[config.mk]
export PLATFORM = sky130hd
export DESIGN_NAME = mtrr_wc_region_allocator
export DESIGN_NICKNAME = d
export VERILOG_FILES = /design/src/rtl/mwra_pkg.sv /design/src/rtl/mwra_ctrl.sv /design/src/rtl/mwra_dp.sv /design/src/rtl/mtrr_wc_region_allocator.sv
export SDC_FILE = /design/constraint.sdc
export NUM_CORES = 2
export LEC_CHECK = 0
export ABC_AREA = 1
export BUFFER_PORTS_ARGS = -buffer_cell sky130_fd_sc_hd__clkbuf_2
export CAP_MARGIN = 10
export CORE_MARGIN = 2
export CORE_UTILIZATION = 56
export DETAILED_ROUTE_END_ITERATION = 16
export PLACE_DENSITY = 0.84
export SYNTH_ARGS = -nofsm -noshare
export SYNTH_HDL_FRONTEND = slang
export SYNTH_SLANG_ARGS = --single-unit
[constraint.sdc]
create_clock -name clk -period 19.3 [get_ports clk]
set_input_delay 3.86 -clock clk [delete_from_list [all_inputs] [get_ports clk]]
set_output_delay 3.86 -clock clk [all_outputs]
set_load 0.01 [all_outputs]
[src/rtl/mwra_pkg.sv]
// mwra_pkg: shared types, codes and constants of the write-combining region allocator
// depends on nothing; used by mwra_ctrl, mwra_dp and mtrr_wc_region_allocator

package mwra_pkg;

	// table geometry
	localparam int ENTRY_COUNT = 16;
	localparam int ADDR_BITS   = 48;
	localparam int IDX_W       = (ENTRY_COUNT > 1) ? $clog2(ENTRY_COUNT) : 1;
	localparam int CNT_W       = $clog2(ENTRY_COUNT + 1);

	// field positions and fixed words of one range entry
	localparam int          VALID_BIT    = 11;
	localparam int          PAGE_BITS    = 12;
	localparam int          MIN_BASE_BIT = 20;
	localparam int          MAX_BASE_BIT = 36;
	localparam int          MIN_PHYS     = 36;
	localparam logic [63:0] VALID_MASK   = 64'h0000_0000_0000_0800;
	localparam logic [63:0] TYPE_WC      = 64'h0000_0000_0000_0001;
	localparam logic [63:0] TYPE_FIELD   = 64'h0000_0000_0000_00FF;

	// configuration register indexes
	localparam int          CFG_IDX_W = 2;
	localparam int          CFG_DAT_W = 6;
	localparam logic [CFG_IDX_W-1:0] CFG_ENTRIES_IN_USE  = 2'd0;
	localparam logic [CFG_IDX_W-1:0] CFG_RANGES_SUPP     = 2'd1;
	localparam logic [CFG_IDX_W-1:0] CFG_WC_SUPP         = 2'd2;
	localparam logic [CFG_IDX_W-1:0] CFG_PHYS_ADDR_BITS  = 2'd3;

	typedef enum logic [1:0] {
		OP_SETUP   = 2'd0,
		OP_ENABLE  = 2'd1,
		OP_DISABLE = 2'd2,
		OP_COPY    = 2'd3
	} op_t;

	typedef enum logic [3:0] {
		ST_OK          = 4'd0,
		ST_BELOW_1M    = 4'd1,
		ST_ABOVE_36    = 4'd2,
		ST_UNDER_4K    = 4'd3,
		ST_NOT_POW2    = 4'd4,
		ST_MISALIGNED  = 4'd5,
		ST_UNSUPPORTED = 4'd6,
		ST_NO_WC       = 4'd7,
		ST_OVERLAP     = 4'd8,
		ST_NONE_FREE   = 4'd9
	} status_t;

	// request and response words
	typedef struct packed {
		logic [1:0]  op;
		logic [47:0] region_base;
		logic [47:0] region_size;
		logic [3:0]  entry;
		logic [3:0]  source_entry;
	} req_word_t;

	typedef struct packed {
		logic [3:0]  status;
		logic [3:0]  assigned_entry;
		logic [63:0] base_word;
		logic [63:0] mask_word;
	} rsp_word_t;

	// controller to datapath commands
	typedef struct packed {
		logic             load_in;
		logic             check;
		logic             rd_en;
		logic             rd_scan;
		logic [IDX_W-1:0] rd_addr;
		logic             save_slot;
		logic             wr_en;
		logic             wr_setup;
		logic [IDX_W-1:0] wr_addr;
		logic             out_load;
		status_t          out_status;
		logic [3:0]       out_entry;
		logic             out_zero;
	} cmd_t;

	// datapath to controller status
	typedef struct packed {
		op_t              op;
		status_t          chk_code;
		logic             ent_oob;
		logic [CNT_W-1:0] limit;
		logic             ev_valid;
		logic             ev_overlap;
		logic             out_free;
	} sts_t;

endpackage

[src/rtl/mwra_ctrl.sv]
// mwra_ctrl: sequencer of the allocator (check, entry scan, write back, response)
// depends on mwra_pkg; drives the command struct of mwra_dp

module mwra_ctrl (
	input  logic                 clk,
	input  logic                 arst_n,
	input  logic                 req_valid,
	output logic                 req_stall,
	input  mwra_pkg::sts_t       sts,
	output mwra_pkg::cmd_t       cmd
);

	typedef enum logic [4:0] {
		S_IDLE  = 5'b00001,
		S_CHECK = 5'b00010,
		S_SCAN  = 5'b00100,
		S_WB    = 5'b01000,
		S_DONE  = 5'b10000
	} state_t;

	state_t                         state_q, state_d;
	logic [mwra_pkg::CNT_W-1:0]     rd_cnt_q, rd_cnt_d;
	logic                           ev_pend_q, ev_pend_d;
	logic [mwra_pkg::IDX_W-1:0]     ev_idx_q, ev_idx_d;
	logic                           found_q, found_d;
	logic [mwra_pkg::IDX_W-1:0]     slot_q, slot_d;
	mwra_pkg::status_t              code_q, code_d;
	logic [3:0]                     res_entry_q, res_entry_d;
	logic                           zero_q, zero_d;
	logic                           issue;

	assign req_stall = (state_q != S_IDLE);

	// next state and commands
	always_comb begin
		state_d     = state_q;
		rd_cnt_d    = rd_cnt_q;
		ev_pend_d   = 1'b0;
		ev_idx_d    = ev_idx_q;
		found_d     = found_q;
		slot_d      = slot_q;
		code_d      = code_q;
		res_entry_d = res_entry_q;
		zero_d      = zero_q;
		cmd         = '0;
		cmd.out_status = code_q;
		cmd.out_entry  = res_entry_q;
		cmd.out_zero   = zero_q;
		cmd.wr_addr    = slot_q;
		issue       = (rd_cnt_q < sts.limit);
		unique case (state_q)
			S_IDLE: begin
				if (req_valid) begin
					cmd.load_in = 1'b1;
					state_d     = S_CHECK;
				end
			end
			S_CHECK: begin
				cmd.check = 1'b1;
				if (sts.op == mwra_pkg::OP_SETUP) begin
					if (sts.chk_code != mwra_pkg::ST_OK) begin
						code_d      = sts.chk_code;
						res_entry_d = 4'd0;
						zero_d      = 1'b1;
						state_d     = S_DONE;
					end else begin
						rd_cnt_d = '0;
						found_d  = 1'b0;
						state_d  = S_SCAN;
					end
				end else if (sts.ent_oob) begin
					code_d      = mwra_pkg::ST_OK;
					res_entry_d = 4'd0;
					zero_d      = 1'b1;
					state_d     = S_DONE;
				end else begin
					// direct op: fetch the entry it acts on, or the source entry of a copy
					cmd.rd_en   = 1'b1;
					cmd.rd_scan = 1'b0;
					state_d     = S_WB;
				end
			end
			S_SCAN: begin
				// read one entry a cycle, judge it the cycle after
				cmd.rd_en   = issue;
				cmd.rd_scan = 1'b1;
				cmd.rd_addr = rd_cnt_q[mwra_pkg::IDX_W-1:0];
				if (issue) begin
					rd_cnt_d = rd_cnt_q + mwra_pkg::CNT_W'(1);
				end
				ev_pend_d = issue;
				ev_idx_d  = rd_cnt_q[mwra_pkg::IDX_W-1:0];
				priority if (ev_pend_q && sts.ev_valid && sts.ev_overlap) begin
					code_d      = mwra_pkg::ST_OVERLAP;
					res_entry_d = 4'd0;
					zero_d      = 1'b1;
					ev_pend_d   = 1'b0;
					state_d     = S_DONE;
				end else if (ev_pend_q && !sts.ev_valid && !found_q) begin
					found_d       = 1'b1;
					slot_d        = ev_idx_q;
					cmd.save_slot = 1'b1;
				end else if (!ev_pend_q && !issue) begin
					if (found_q) begin
						state_d = S_WB;
					end else begin
						code_d      = mwra_pkg::ST_NONE_FREE;
						res_entry_d = 4'd0;
						zero_d      = 1'b1;
						state_d     = S_DONE;
					end
				end else begin
					state_d = S_SCAN;
				end
			end
			S_WB: begin
				cmd.wr_en    = 1'b1;
				cmd.wr_setup = (sts.op == mwra_pkg::OP_SETUP);
				code_d       = mwra_pkg::ST_OK;
				res_entry_d  = (sts.op == mwra_pkg::OP_SETUP) ? 4'(slot_q) : 4'd0;
				zero_d       = 1'b0;
				state_d      = S_DONE;
			end
			S_DONE: begin
				if (sts.out_free) begin
					cmd.out_load = 1'b1;
					state_d      = S_IDLE;
				end
			end
			default: begin
				state_d = S_IDLE;
			end
		endcase
	end

	// control registers
	always_ff @(posedge clk or negedge arst_n) begin
		if (!arst_n) begin
			state_q     <= S_IDLE;
			rd_cnt_q    <= '0;
			ev_pend_q   <= 1'b0;
			ev_idx_q    <= '0;
			found_q     <= 1'b0;
			slot_q      <= '0;
			code_q      <= mwra_pkg::ST_OK;
			res_entry_q <= 4'd0;
			zero_q      <= 1'b1;
		end else begin
			state_q     <= state_d;
			rd_cnt_q    <= rd_cnt_d;
			ev_pend_q   <= ev_pend_d;
			ev_idx_q    <= ev_idx_d;
			found_q     <= found_d;
			slot_q      <= slot_d;
			code_q      <= code_d;
			res_entry_q <= res_entry_d;
			zero_q      <= zero_d;
		end
	end

	// setup write back only with a free entry in hand
	a_wb_has_slot: assert property (@(posedge clk) disable iff (!arst_n)
		(state_q == S_WB && sts.op == mwra_pkg::OP_SETUP) |-> found_q)
		else $error("setup write back without a free entry");

	// a pending judgement always follows a read
	a_pend_after_read: assert property (@(posedge clk) disable iff (!arst_n)
		ev_pend_q |-> $past(cmd.rd_en))
		else $error("entry judged without a read");

	// scan counter never runs past the active entries
	a_cnt_bound: assert property (@(posedge clk) disable iff (!arst_n)
		(state_q == S_SCAN) |-> (rd_cnt_q <= sts.limit))
		else $error("scan counter beyond active entries");

	// a granted entry lies among the active ones
	a_slot_active: assert property (@(posedge clk) disable iff (!arst_n)
		(cmd.out_load && code_q == mwra_pkg::ST_OK && sts.op == mwra_pkg::OP_SETUP)
		|-> (mwra_pkg::CNT_W'(slot_q) < sts.limit))
		else $error("granted entry outside active range");

endmodule

[src/rtl/mwra_dp.sv]
// mwra_dp: datapath of the allocator: config registers, entry table, checks, response register
// depends on mwra_pkg; steered by the command struct from mwra_ctrl

module mwra_dp (
	input  logic                                 clk,
	input  logic                                 arst_n,
	input  mwra_pkg::req_word_t                  req,
	input  logic                                 cfg_we,
	input  logic [mwra_pkg::CFG_IDX_W-1:0]       cfg_index,
	input  logic [mwra_pkg::CFG_DAT_W-1:0]       cfg_data,
	input  mwra_pkg::cmd_t                       cmd,
	output mwra_pkg::sts_t                       sts,
	output logic                                 rsp_valid,
	input  logic                                 rsp_stall,
	output mwra_pkg::rsp_word_t                  rsp
);

	// implemented address bits of a range word for a given physical width
	function automatic logic [63:0] impl_bits(input logic [5:0] w);
		int          wc;
		logic [63:0] b;
		wc = int'(w);
		if (wc < mwra_pkg::MIN_PHYS) wc = mwra_pkg::MIN_PHYS;
		if (wc > mwra_pkg::ADDR_BITS) wc = mwra_pkg::ADDR_BITS;
		for (int k = 0; k < 64; k++) begin
			b[k] = (k >= mwra_pkg::PAGE_BITS) && (k < wc);
		end
		return b;
	endfunction

	mwra_pkg::req_word_t             req_q;
	logic [4:0]                      ent_use_q;
	logic                            rng_sup_q;
	logic                            wc_sup_q;
	logic [5:0]                      pab_q;
	logic [63:0]                     bits_q, end_q, mask_q;
	logic [63:0]                     ent_base_q [mwra_pkg::ENTRY_COUNT];
	logic [63:0]                     ent_mask_q [mwra_pkg::ENTRY_COUNT];
	logic [mwra_pkg::ENTRY_COUNT-1:0] vld_q;
	logic [63:0]                     rd_base_q, rd_mask_q;
	logic                            rd_vld_q;
	logic [63:0]                     slot_base_q, slot_mask_q;
	logic [63:0]                     res_base_q, res_mask_q;
	logic                            rsp_valid_q;
	mwra_pkg::rsp_word_t             rsp_q;

	logic [47:0]                     base, size, sm1;
	logic [63:0]                     base64;
	logic [63:0]                     rd_b, rd_m, rb, rm;
	logic [63:0]                     new_b, new_m;
	logic [mwra_pkg::IDX_W-1:0]      ra, wa;
	mwra_pkg::status_t               chk;

	assign base   = req_q.region_base;
	assign size   = req_q.region_size;
	assign sm1    = size - 48'd1;
	assign base64 = 64'(base);

	// region checks, first failing one wins
	always_comb begin
		priority if (base[47:mwra_pkg::MIN_BASE_BIT] == '0) chk = mwra_pkg::ST_BELOW_1M;
		else if (base[47:mwra_pkg::MAX_BASE_BIT] != '0) chk = mwra_pkg::ST_ABOVE_36;
		else if (size[47:mwra_pkg::PAGE_BITS] == '0) chk = mwra_pkg::ST_UNDER_4K;
		else if ((size & sm1) != '0) chk = mwra_pkg::ST_NOT_POW2;
		else if ((base & sm1) != '0) chk = mwra_pkg::ST_MISALIGNED;
		else if (!rng_sup_q) chk = mwra_pkg::ST_UNSUPPORTED;
		else if (!wc_sup_q) chk = mwra_pkg::ST_NO_WC;
		else chk = mwra_pkg::ST_OK;
	end

	// read word of the entry table, never-written entries read as zero
	assign rd_b = rd_vld_q ? rd_base_q : '0;
	assign rd_m = rd_vld_q ? rd_mask_q : '0;
	assign rb   = rd_b & bits_q;
	assign rm   = rd_m & bits_q;

	assign ra = cmd.rd_scan ? cmd.rd_addr :
		((req_q.op == mwra_pkg::OP_COPY) ? mwra_pkg::IDX_W'(req_q.source_entry)
		                                 : mwra_pkg::IDX_W'(req_q.entry));
	assign wa = cmd.wr_setup ? cmd.wr_addr : mwra_pkg::IDX_W'(req_q.entry);

	// status toward the controller
	always_comb begin
		sts.op         = mwra_pkg::op_t'(req_q.op);
		sts.chk_code   = chk;
		sts.ent_oob    = (int'(req_q.entry) >= mwra_pkg::ENTRY_COUNT) ||
			(req_q.op == mwra_pkg::OP_COPY &&
			 int'(req_q.source_entry) >= mwra_pkg::ENTRY_COUNT);
		sts.limit      = (int'(ent_use_q) > mwra_pkg::ENTRY_COUNT) ?
			mwra_pkg::CNT_W'(mwra_pkg::ENTRY_COUNT) : mwra_pkg::CNT_W'(ent_use_q);
		sts.ev_valid   = rd_m[mwra_pkg::VALID_BIT];
		sts.ev_overlap = (rb < end_q) && ((rb + (~rm & bits_q)) >= base64);
		sts.out_free   = !rsp_valid_q || !rsp_stall;
	end

	// words written back to the entry
	always_comb begin
		new_b = rd_b;
		new_m = rd_m;
		if (cmd.wr_setup) begin
			new_b = (slot_base_q & ~bits_q & ~mwra_pkg::TYPE_FIELD) | (base64 & bits_q) |
				mwra_pkg::TYPE_WC;
			new_m = (slot_mask_q & ~bits_q) | (mask_q & bits_q) | mwra_pkg::VALID_MASK;
		end else begin
			unique case (mwra_pkg::op_t'(req_q.op))
				mwra_pkg::OP_ENABLE:  new_m = rd_m | mwra_pkg::VALID_MASK;
				mwra_pkg::OP_DISABLE: new_m = rd_m & ~mwra_pkg::VALID_MASK;
				mwra_pkg::OP_COPY:    new_m = rd_m;
				default:              new_m = rd_m;
			endcase
		end
	end

	// configuration registers
	always_ff @(posedge clk or negedge arst_n) begin
		if (!arst_n) begin
			ent_use_q <= 5'd8;
			rng_sup_q <= 1'b1;
			wc_sup_q  <= 1'b1;
			pab_q     <= 6'd36;
		end else if (cfg_we) begin
			unique case (cfg_index)
				mwra_pkg::CFG_ENTRIES_IN_USE: ent_use_q <= cfg_data[4:0];
				mwra_pkg::CFG_RANGES_SUPP:    rng_sup_q <= cfg_data[0];
				mwra_pkg::CFG_WC_SUPP:        wc_sup_q  <= cfg_data[0];
				mwra_pkg::CFG_PHYS_ADDR_BITS: pab_q     <= cfg_data;
				default:                      ent_use_q <= ent_use_q;
			endcase
		end
	end

	// request capture and derived setup words
	always_ff @(posedge clk) begin
		if (cmd.load_in) begin
			req_q <= req;
		end
		if (cmd.check) begin
			bits_q <= impl_bits(pab_q);
			end_q  <= base64 + 64'(size);
			mask_q <= {16'hFFFF, ~sm1};
		end
		if (cmd.save_slot) begin
			slot_base_q <= rd_b;
			slot_mask_q <= rd_m;
		end
		if (cmd.wr_en) begin
			res_base_q <= new_b;
			res_mask_q <= new_m;
		end
	end

	// entry table, registered read
	always_ff @(posedge clk) begin
		if (cmd.wr_en) begin
			ent_base_q[wa] <= new_b;
			ent_mask_q[wa] <= new_m;
		end
		if (cmd.rd_en) begin
			rd_base_q <= ent_base_q[ra];
			rd_mask_q <= ent_mask_q[ra];
		end
	end

	// written flags of the table
	always_ff @(posedge clk or negedge arst_n) begin
		if (!arst_n) begin
			vld_q    <= '0;
			rd_vld_q <= 1'b0;
		end else begin
			if (cmd.wr_en) begin
				vld_q[wa] <= 1'b1;
			end
			if (cmd.rd_en) begin
				rd_vld_q <= vld_q[ra];
			end
		end
	end

	// response register
	always_ff @(posedge clk or negedge arst_n) begin
		if (!arst_n) begin
			rsp_valid_q <= 1'b0;
		end else if (cmd.out_load) begin
			rsp_valid_q <= 1'b1;
		end else if (!rsp_stall) begin
			rsp_valid_q <= 1'b0;
		end
	end

	always_ff @(posedge clk) begin
		if (cmd.out_load) begin
			rsp_q.status         <= cmd.out_status;
			rsp_q.assigned_entry <= cmd.out_entry;
			rsp_q.base_word      <= cmd.out_zero ? '0 : res_base_q;
			rsp_q.mask_word      <= cmd.out_zero ? '0 : res_mask_q;
		end
	end

	assign rsp_valid = rsp_valid_q;
	assign rsp       = rsp_q;

	// a setup write always leaves the entry valid
	a_setup_valid: assert property (@(posedge clk) disable iff (!arst_n)
		(cmd.wr_en && cmd.wr_setup) |=> res_mask_q[mwra_pkg::VALID_BIT])
		else $error("setup wrote an invalid entry");

endmodule

[src/rtl/mtrr_wc_region_allocator.sv]
// mtrr_wc_region_allocator: top level of the write-combining range entry allocator
// depends on mwra_pkg, mwra_ctrl and mwra_dp
//
//  channel | signals                           | direction | word
//  --------+-----------------------------------+-----------+---------------------
//  req     | req_valid, req_stall, req         | in        | mwra_pkg::req_word_t
//  rsp     | rsp_valid, rsp_stall, rsp         | out       | mwra_pkg::rsp_word_t
//  cfg     | cfg_we, cfg_index, cfg_data       | in        | write only, no wait
//
// one request at a time; req_stall is low only while the sequencer is idle
// setup: checks, a scan over the active entries, write back, then the response;
//   the scan reads one entry per cycle over the single table read port
// enable, disable, copy: read and write back; bad index or failed check: no write
// reset clears the table flags at once, no clearing pass; config returns to its defaults
// a stalled response holds in the output register while the next request is taken

module mtrr_wc_region_allocator (
	input  logic                             clk,
	input  logic                             arst_n,
	input  logic                             req_valid,
	output logic                             req_stall,
	input  mwra_pkg::req_word_t              req,
	output logic                             rsp_valid,
	input  logic                             rsp_stall,
	output mwra_pkg::rsp_word_t              rsp,
	input  logic                             cfg_we,
	input  logic [mwra_pkg::CFG_IDX_W-1:0]   cfg_index,
	input  logic [mwra_pkg::CFG_DAT_W-1:0]   cfg_data
);

	mwra_pkg::cmd_t cmd;
	mwra_pkg::sts_t sts;

	// sequencer
	mwra_ctrl u_ctrl (
		.clk       (clk),
		.arst_n    (arst_n),
		.req_valid (req_valid),
		.req_stall (req_stall),
		.sts       (sts),
		.cmd       (cmd)
	);

	// table and arithmetic
	mwra_dp u_dp (
		.clk       (clk),
		.arst_n    (arst_n),
		.req       (req),
		.cfg_we    (cfg_we),
		.cfg_index (cfg_index),
		.cfg_data  (cfg_data),
		.cmd       (cmd),
		.sts       (sts),
		.rsp_valid (rsp_valid),
		.rsp_stall (rsp_stall),
		.rsp       (rsp)
	);

endmodule

==> results.json <==
{
  "status": "finished clean",
  "yosysWarnings": 0,
  "place_area_mm2": 0.124,
  "n_fill_cell": 14600,
  "vias": 84100,
  "ys_async_sr_fraction_pct": 2.10,
  "rr_startpoint": "u_dp.rd_vld_q",
  "die_h_um": 464,
  "reg2reg_depth": 27,
  "cts_hold_buffers": 0,
  "numCtsBuffers": 296,
  "syn-cell-area_mm2": 0.119,
  "top_usage_layer": "met2",
  "synth_top_area_share_pct": 70.8,
  "timing.rr.end": "u_ctrl.res_entry_q[2]",
  "synth_area_leader_cell": "edfxtp_1",
  "rsz0062_at_grt": "no",
  "vias_per_cell": 6.51,
  "worstMarginPinSlew_ns": 1.34,
  "final_cell_area_mm2": 0.133,
  "cts_setup_buffers": 0,
  "max_slew_margin_pct": 10.2,
  "clk_latency_ns": 0.98,
  "die_w_um": 464,
  "synthTopCellsByCount": "2801 x edfxtp_1, 1801 x nor2_1, 1450 x o21ai_0",
  "dp_hpwl_um": 204000,
  "grt_max_degree": 277,
  "ys.flop_type": "edfxtp_1",
  "drv_slew": 0,
  "synth_xor_area_share_pct": 0.627,
  "worst-path-max-fanout": 47,
  "totalWireLength_um": 364000,
  "wl_per_cell_um": 28.2,
  "arrival_ns": 7.17,
  "synth-compound-area-share_pct": 11.7,
  "hold_path_class": "reg2reg",
  "grt_pass1_vias": 81600,
  "setup_violations": 0,
  "ctsResizeCount": 0,
  "finalCoreUtilization_pct": 62.9,
  "power_mw": 18.2,
  "ant_nets": 0,
  "fmax_ghz": 0.158,
  "grt_pass1_wl_um": 521000,
  "yosys.area_share.adder_pct": 2.39,
  "whs_path_depth": 0,
  "clock_path_buffers": 4,
  "postSynthAreaPerCell_um2": 12.3,
  "pwr_density_cell_mw_per_mm2": 137,
  "dp.cells": 12400,
  "cp-start-kind": "register",
  "fin_worst_skew_ns": 0.0734,
  "grt_overflow": 0,
  "num_rows": 169,
  "crit_type": "reg2reg",
  "first_iter_violations": 15000,
  "ir_worst_vdd_uv": 103,
  "synth_most_common_cell": "edfxtp_1",
  "synth_area_leaders": "edfxtp_1 71%, o21ai_0 6.1%, nor2_1 5.7%",
  "gp_congestion": 1.00,
  "fin_hold_ws_ns": 0.465,
  "area_delta_synth_final_pct": 12.0,
  "p_leak_nw": 47.4,
  "io_pins": 257,
  "io_buffers": 256,
  "die-area_mm2": 0.216,
  "clk_pin_slew_worst_paths_ns": 0.06,
  "cts_num_sinks": 2861,
  "post-route-period-util_pct": 32.7,
  "fin_ws_ns": 12.98,
  "fp.coreArea_mm2": 0.211,
  "grt_util_met1_pct": 43.6,
  "met3_usage_pct": 7.68,
  "synthSimpleGateAreaFrac_pct": 9.39,
  "min_to": "u_dp.rsp[134]",
  "maxCapViolations": 0,
  "ys_seq_area_share_pct": 72.1,
  "synthMuxAreaShare_pct": 0.0179,
  "h-tree-depth": 5,
  "crit_path_end_kind": "register",
  "synth-edff-count": 2801,
  "grt_use_met2_pct": 49.2,
  "start_util_pct": 56.2,
  "antenna_found_initial": 16,
  "cts_tree": "yes",
  "final_cells": 12900,
  "grt_usage_pct": 32.8,
  "critPathRequiredTime_ns": 20.16,
  "synth_top_family_by_area": "compound AO/OA/AOI/OAI gates",
  "hold_viol_final": 0,
  "drive_gt1_share_pct": 9.44,
  "cts.root.buffer_cell": "clkbuf_16",
  "hp-start": "u_ctrl.code_q[2]",
  "drc_errors": 0,
  "ys_types": 64,
  "fin_crit_ns": 6.32,
  "finalNetCount": 10200,
  "synth_seq_cells": 2861,
  "final.setup.tns_ns": 0,
  "reg2reg_slack_ns": 12.98,
  "syn_inst": 9618,
  "preCtsSetupSlack_ns": 13.15,
  "dr.pass1.iters": 8
}
-- report_power, final --
part           total, mW  switching [mW]  internal [mW]
Clock               5.50            2.34           3.17
Sequential          7.91           0.226           7.68
Combinational       4.79            3.56           1.23
Total               18.2            6.12           12.1
-- per-layer routing --
layer,vias up,share of wire [%]
li1,35300,-
met1,40200,35
met2,7305,44
met3,1189,14
met4,10,6.8
met5,-,0.017
-- flip-flops by register name, indices dropped and copies added, names as in the netlist, 5 cells and up --
signal	flops
u_dp.ent_base_q	1024
u_dp.vld_q	16
u_dp.res_mask_q	64
u_ctrl.rd_cnt_q	5
u_dp.rd_mask_q	64
u_dp.size	48
u_dp.bits_q	51
u_dp.ent_mask_q	1024
u_dp.rd_base_q	64
u_dp.ent_use_q	5
u_dp.req_q	8
u_dp.slot_base_q	56
u_dp.end_q	49
u_ctrl.state_q	5
u_dp.rsp	136
u_dp.base	48
u_dp.mask_q	36
u_dp.res_base_q	64
u_dp.pab_q	6
u_dp.slot_mask_q	63
-- cells in the final DEF (no fill, tap or decap), drive strengths merged, types with 8 or more instances in the layout --
cell type  instances
a21oi            184
a31oi             24
buf              163
bufinv            21
clkbuf           619
clkinv            99
clkinvlp          11
conb              39
dfrtp             53
diode              8
edfxtp          2801
ha               225
inv              708
nand2            705
nand3            138
nand4             41
nor2            1809
nor3              30
nor4              36
o211ai            63
o21a              16
o21ai           1465
o21bai            11
o221ai           110
o22ai            527
o31ai             39
or2               19
xnor2             33
xor2              52
-- worst max-delay path, stage by stage, from the launching register on --
cell      delay, ns
dfrtp_4        0.70
buf_4          0.85
nand2_1        0.25
nor2_1         0.38
ha_1           0.34
a21oi_1        0.20
o21ai_0        0.20
nor2_1         0.19
o21ai_0        0.14
a21oi_1        0.36
o21ai_0        0.20
xor2_1         0.18
ha_1           0.19
a21oi_1        0.18
o211ai_1       0.11
a21oi_1        0.31
nand3_1        0.16
nor2_1         0.12
nand2_1        0.12
inv_1          0.08
nand4_1        0.09
nor3_1         0.14
nand3_1        0.10
nand2_2        0.17
nand3_4        0.14
nand2_4        0.15
nand2_1        0.07
nand2_1        0.06
-- cells by family (layout without fill, tap and decap cells) --
group,count (synthesis),count (layout)
compound gates,2465,2465
simple gates,2796,2796
mux,2,2
flops,2861,2861
buf+inv,1181,1621
other cells,2,47
xor+xnor,85,85
fa+ha+maj,226,226
-- area by class of cell --
cell class                      count  area [µm²]  area share (%)
Clock buffer                      361        7850            5.90
Inverter                          698        2650            1.99
Tap cell                         2821        3530            2.65
Antenna cell                        8        20.0          0.0151
Multi-Input combinational cell   5613       29200            22.0
Clock inverter                    141        1260           0.951
Timing Repair Buffer              421        2850            2.14
Sequential cell                  2861       85600            64.4
-- worst max-delay path by stage --
stage                      start               endpoint  slack, ns  depth (start not counted)
6_report           u_dp.rd_vld_q  u_ctrl.res_entry_q[2]      12.98                         27
2_1_floorplan  u_ctrl.state_q[4]      u_dp.rd_base_q[0]       1.16                          3
3_5_place_dp       u_dp.rd_vld_q  u_ctrl.res_entry_q[0]      13.15                         33
5_1_grt            u_dp.rd_vld_q  u_ctrl.res_entry_q[2]      12.58                         27
4_1_cts            u_dp.rd_vld_q  u_ctrl.res_entry_q[0]      13.14                         33
3_3_place_gp       u_dp.rd_vld_q          u_ctrl.zero_q      13.24                         27
(Power assumes the default switching activity.)
